--- src/hw/rtl/lvf_div_cell.sv ---
// One restoring-division cell: retires one quotient bit per beat position.
module lvf_div_cell #(
  parameter int NW = 16,
  parameter int DW = 16,
  parameter int SW = 1
) (
  input  logic                 clk,
  input  logic                 en,
  input  logic [DW+NW-1:0]     acc_in,
  input  logic [DW-1:0]        div_in,
  input  logic [SW-1:0]        side_in,
  output logic [DW+NW-1:0]     acc_out,
  output logic [DW-1:0]        div_out,
  output logic [SW-1:0]        side_out
);

  logic [DW+NW:0] shifted;
  logic [DW:0]    top;
  logic           fits;
  logic [DW:0]    top_sub;
  logic [DW+NW-1:0] acc_next;

  // The remainder sits in the high bits; the low bits fill with quotient bits.
  always_comb begin
    shifted  = {acc_in, 1'b0};
    top      = shifted[DW+NW:NW];
    fits     = top >= {1'b0, div_in};
    top_sub  = top - {1'b0, div_in};
    acc_next = fits ? {top_sub[DW-1:0], shifted[NW-1:1], 1'b1}
                    : {top[DW-1:0], shifted[NW-1:0]};
  end

  always_ff @(posedge clk) begin
    if (en) begin
      acc_out  <= acc_next;
      div_out  <= div_in;
      side_out <= side_in;
    end
  end

endmodule

--- src/hw/rtl/lvf_div_chain.sv ---
// A row of NW division cells giving an NW-bit quotient.
module lvf_div_chain #(
  parameter int NW = 16,
  parameter int DW = 16,
  parameter int SW = 1
) (
  input  logic                 clk,
  input  logic                 en,
  input  logic [DW+NW-1:0]     acc_in,
  input  logic [DW-1:0]        div_in,
  input  logic [SW-1:0]        side_in,
  output logic [DW+NW-1:0]     acc_out,
  output logic [SW-1:0]        side_out
);

  logic [DW+NW-1:0] acc  [0:NW];
  logic [DW-1:0]    dv   [0:NW];
  logic [SW-1:0]    side [0:NW];

  assign acc[0]  = acc_in;
  assign dv[0]   = div_in;
  assign side[0] = side_in;

  for (genvar i = 0; i < NW; i++) begin : g_cell
    lvf_div_cell #(.NW(NW), .DW(DW), .SW(SW)) u_cell (
      .clk      (clk),
      .en       (en),
      .acc_in   (acc[i]),
      .div_in   (dv[i]),
      .side_in  (side[i]),
      .acc_out  (acc[i+1]),
      .div_out  (dv[i+1]),
      .side_out (side[i+1])
    );
  end

  assign acc_out  = acc[NW];
  assign side_out = side[NW];

endmodule

--- config.mk ---
export PLATFORM = sky130hd
export DESIGN_NAME = lvf_div_chain
export DESIGN_NICKNAME = d
export VERILOG_FILES = /design/src/hw/rtl/lvf_div_cell.sv /design/src/hw/rtl/lvf_div_chain.sv
export SDC_FILE = /design/constraint.sdc
export NUM_CORES = 1
export LEC_CHECK = 0
export ABC_AREA = 1
export ABC_CLOCK_PERIOD_IN_PS = 3500
export BUFFER_PORTS_ARGS = -buffer_cell sky130_fd_sc_hd__buf_2
export CAP_MARGIN = 20
export CORE_ASPECT_RATIO = 2
export CORE_MARGIN = 8
export CORE_UTILIZATION = 45
export CTS_CLUSTER_DIAMETER = 150
export DETAILED_ROUTE_END_ITERATION = 10
export GPL_TIMING_DRIVEN = 0
export SETUP_SLACK_MARGIN = 0.2
export SLEW_MARGIN = 10
export SYNTH_ARGS = -nofsm -noshare
export SYNTH_HDL_FRONTEND = slang
export SYNTH_SLANG_ARGS = --single-unit
--- constraint.sdc ---
create_clock -name clk -period 3.5 [get_ports clk]
set_input_delay 0.35 -clock clk [delete_from_list [all_inputs] [get_ports clk]]
set_output_delay 0.35 -clock clk [all_outputs]
set_load 0.01 [all_outputs]
==> qor.yml <==
floorplanning:
  row_count: 164
  initial_core_util: 0.454
  core-area_um2: 99700
  die_h_um: 464
  boundaryPins: 84
  dieArea_um2: 112000
  die_width_um: 240
finish:
  area_growth_pct: 11.2
  nNetsFinal: 5796
  layout_common_cells: "1933 x nand2_1, 999 x inv_1, 768 x edfxtp_1"
  fin_area_um2: 50300
  final_util: 0.505
  drive_above_1_share: 0.0821
  final_common_cell: "nand2_1"
detailed_routing:
  drc: 0
  routed_wl_um: 136000
  dr.first_iter.drc_count: 1673
  vias: 33800
  vias_per_cell: 4.93
  wl_per_cell_um: 19.8
  drt_pre_antenna_iters: 7
  ant_nets: 0
clocking:
  cts_buffers: 74
  cts.sinks: 768
  cts_hold_buf: 40
  cts_resized: 0
  cts_buffer_depth: 3
  clock_latency_ns: 0.68
  clk_pin_slew_ns: 0.07
  cts_tree: "done"
  cts_root_buf: "clkbuf_16"
  htree_levels: 3
  cts_setup_buffers: 0
setup_path:
  cpPeakStageDelay_ns: 0.56
  crit_top_cell: "nand2_1"
  crit_path_top_delay_cell: "edfxtp_1"
  worstSetupStartpointType: "flip-flop"
  required_ns: 3.94
  cp_max_fo: 10
  rr_worst_depth: 13
  path_cells: "inv_1, ha_1, nand2_1, inv_1, nand2_1, nor2_1, nand3_1, nand2_2, nor2_4, nand2_4, buf_6, nand2_1, nand2_1"
  critical_path_class: "flip-flop to flip-flop"
  rrSetupSlack_ns: 0.58
  worst_setup_path_end_kind: "flip-flop"
  worstPathArrival_ns: 3.36
run_status:
  outcome: "complete, no violations"
global_route:
  use_met2: 0.510
  busiest_layer: "met2"
  antenna_found_initial: 3
  gr-usage-met1: 0.167
  grt_pass1_vias: 34800
  grt_first_pass_wirelength_um: 201000
  grtUsageTotal: 0.245
  grt_max_degree: 119
  gr-usage-met3: 0.0320
  grt-ovfl-total: 0
yosys:
  postSynthCellCount: 5267
  synth_seq_cells: 768
  yosys.area.top_type: "edfxtp_1"
  postSynthAreaPerCell_um2: 8.59
  netlist_top_cells_area: "edfxtp_1 51%, nand2_1 16%, inv_1 8.3%"
  syn_area_um2: 45300
  synth.net_count: 5590
  yosysSeqAreaShare: 0.510
  yosys.cell_types.count: 37
  yosysWarnings: 0
  synth_top_area_frac: 0.510
sta:
  drv_slew: 0
  clock_skew_ns: 0.0327
  setup_viol: 0
  rsz0062_at_grt: "false"
  setup_ws_ns: 0.579
  period_minus_slack_ns: 2.92
  period_share: 0.835
  fmax_mhz: 342
  hold_viol: 0
  slew_headroom: 0.521
  tightest_slew_ns: 0.711
power:
  p_leak_nw: 25.2
  powerDensity_nw_per_um2: 837
  vdd_ir_drop_max_v: 0.000386
hold_path:
  hold_path_depth: 3
  hp-class: "input pin to flip-flop"
placement:
  port_buffers: 83
  hpwl_um: 112000
  dp_slack_ns: 0.243
  post_dp_cell_area_um2: 47500
  place.gp.congestion: 0.951
run:
  maxCapViolCount: 0
==> Yosys cell counts, drive strengths merged <==
| cell type | n |
|---|---|
| nand2 | 1998 |
| inv | 1015 |
| edfxtp | 768 |
| nand3 | 439 |
| ha | 256 |
| nor2 | 226 |
| a21oi | 143 |
| buf | 86 |
| xor2 | 76 |
| nand4 | 74 |
| nor3 | 40 |
| nand3b | 34 |
| xnor2 | 23 |
| and2 | 16 |
| fa | 16 |
| o21a | 14 |
| o21bai | 11 |
| or2 | 9 |
| o21ai | 8 |
| and3 | 7 |
| nor4 | 4 |
| clkbuf | 3 |
| a21boi | 1 |
==> routing by layer <==
metal	routed length (µm)	up-vias
li1	-	17200
met1	35600	15400
met2	79900	715
met3	3460	488
met4	17200	0
met5	0	-
==> worst max-delay path, delay by kind of cell, from the launching register on <==
kind	cells	cell delay [ns]
adder cells (fa/ha/maj)	1	0.45
buffers and inverters	3	0.45
flip-flops	1	0.56
AND/OR/NAND/NOR	9	1.22
==> state kept, by name (all words and copies together) (netlist names) <==
name / cells
g_cell.u_cell.acc_out: 512
g_cell.u_cell.div_out: 240
g_cell.u_cell.side_out: 16
==> final timing paths <==
| check | from | endpoint |
|---|---|---|
| worst max-delay path | g_cell[1].u_cell.div_out[11] | g_cell[2].u_cell.acc_out[26] |
| worst max register to register | g_cell[1].u_cell.div_out[11] | g_cell[2].u_cell.acc_out[26] |
| worst min register to register | g_cell[13].u_cell.acc_out[0] | g_cell[14].u_cell.acc_out[1] |
| worst min-delay path | acc_in[15] | g_cell[0].u_cell.acc_out[16] |
==> cells by family after synthesis <==
logic type	Yosys count	share of synthesized area
xor+xnor	99	0.0192
buf+inv	1104	0.0999
flops	768	0.510
simple gates	2847	0.272
compound gates	177	0.0214
fa+ha+maj	272	0.0779
==> final cells by class <==
cell class	instances	area, µm²
clock buffers	89	1950
well taps	1328	1660
plain buffers	89	712
clock inverters	44	448
flip-flops and latches	768	23100
diodes	2	5.00
inverters	1015	3810
fillers	9737	49400
multi-input cells	3395	17700
repair buffers	130	1020
==> through the flow <==
stage	cells	power, mW	TNS, ns	hold slack [ns]
after floorplan	5267	27.6	0	0.400
after global placement	6678	34.4	-7491.48	0.400
after detailed placement	6685	34.3	0	0.405
after CTS	6858	42.6	0	0.0170
after global routing	6859	45.2	0	0.0377
final	6860	42.2	0	0.0733
==> where the power goes <==
group | internal [mW] | switching (mW) | total [mW]
combinational | 6.50 | 13.0 | 19.5
sequential | 13.0 | 1.55 | 14.5
clock | 4.48 | 3.66 | 8.14
total | 23.9 | 18.2 | 42.1
No activity file was read; power rests on OpenSTA's default activity.
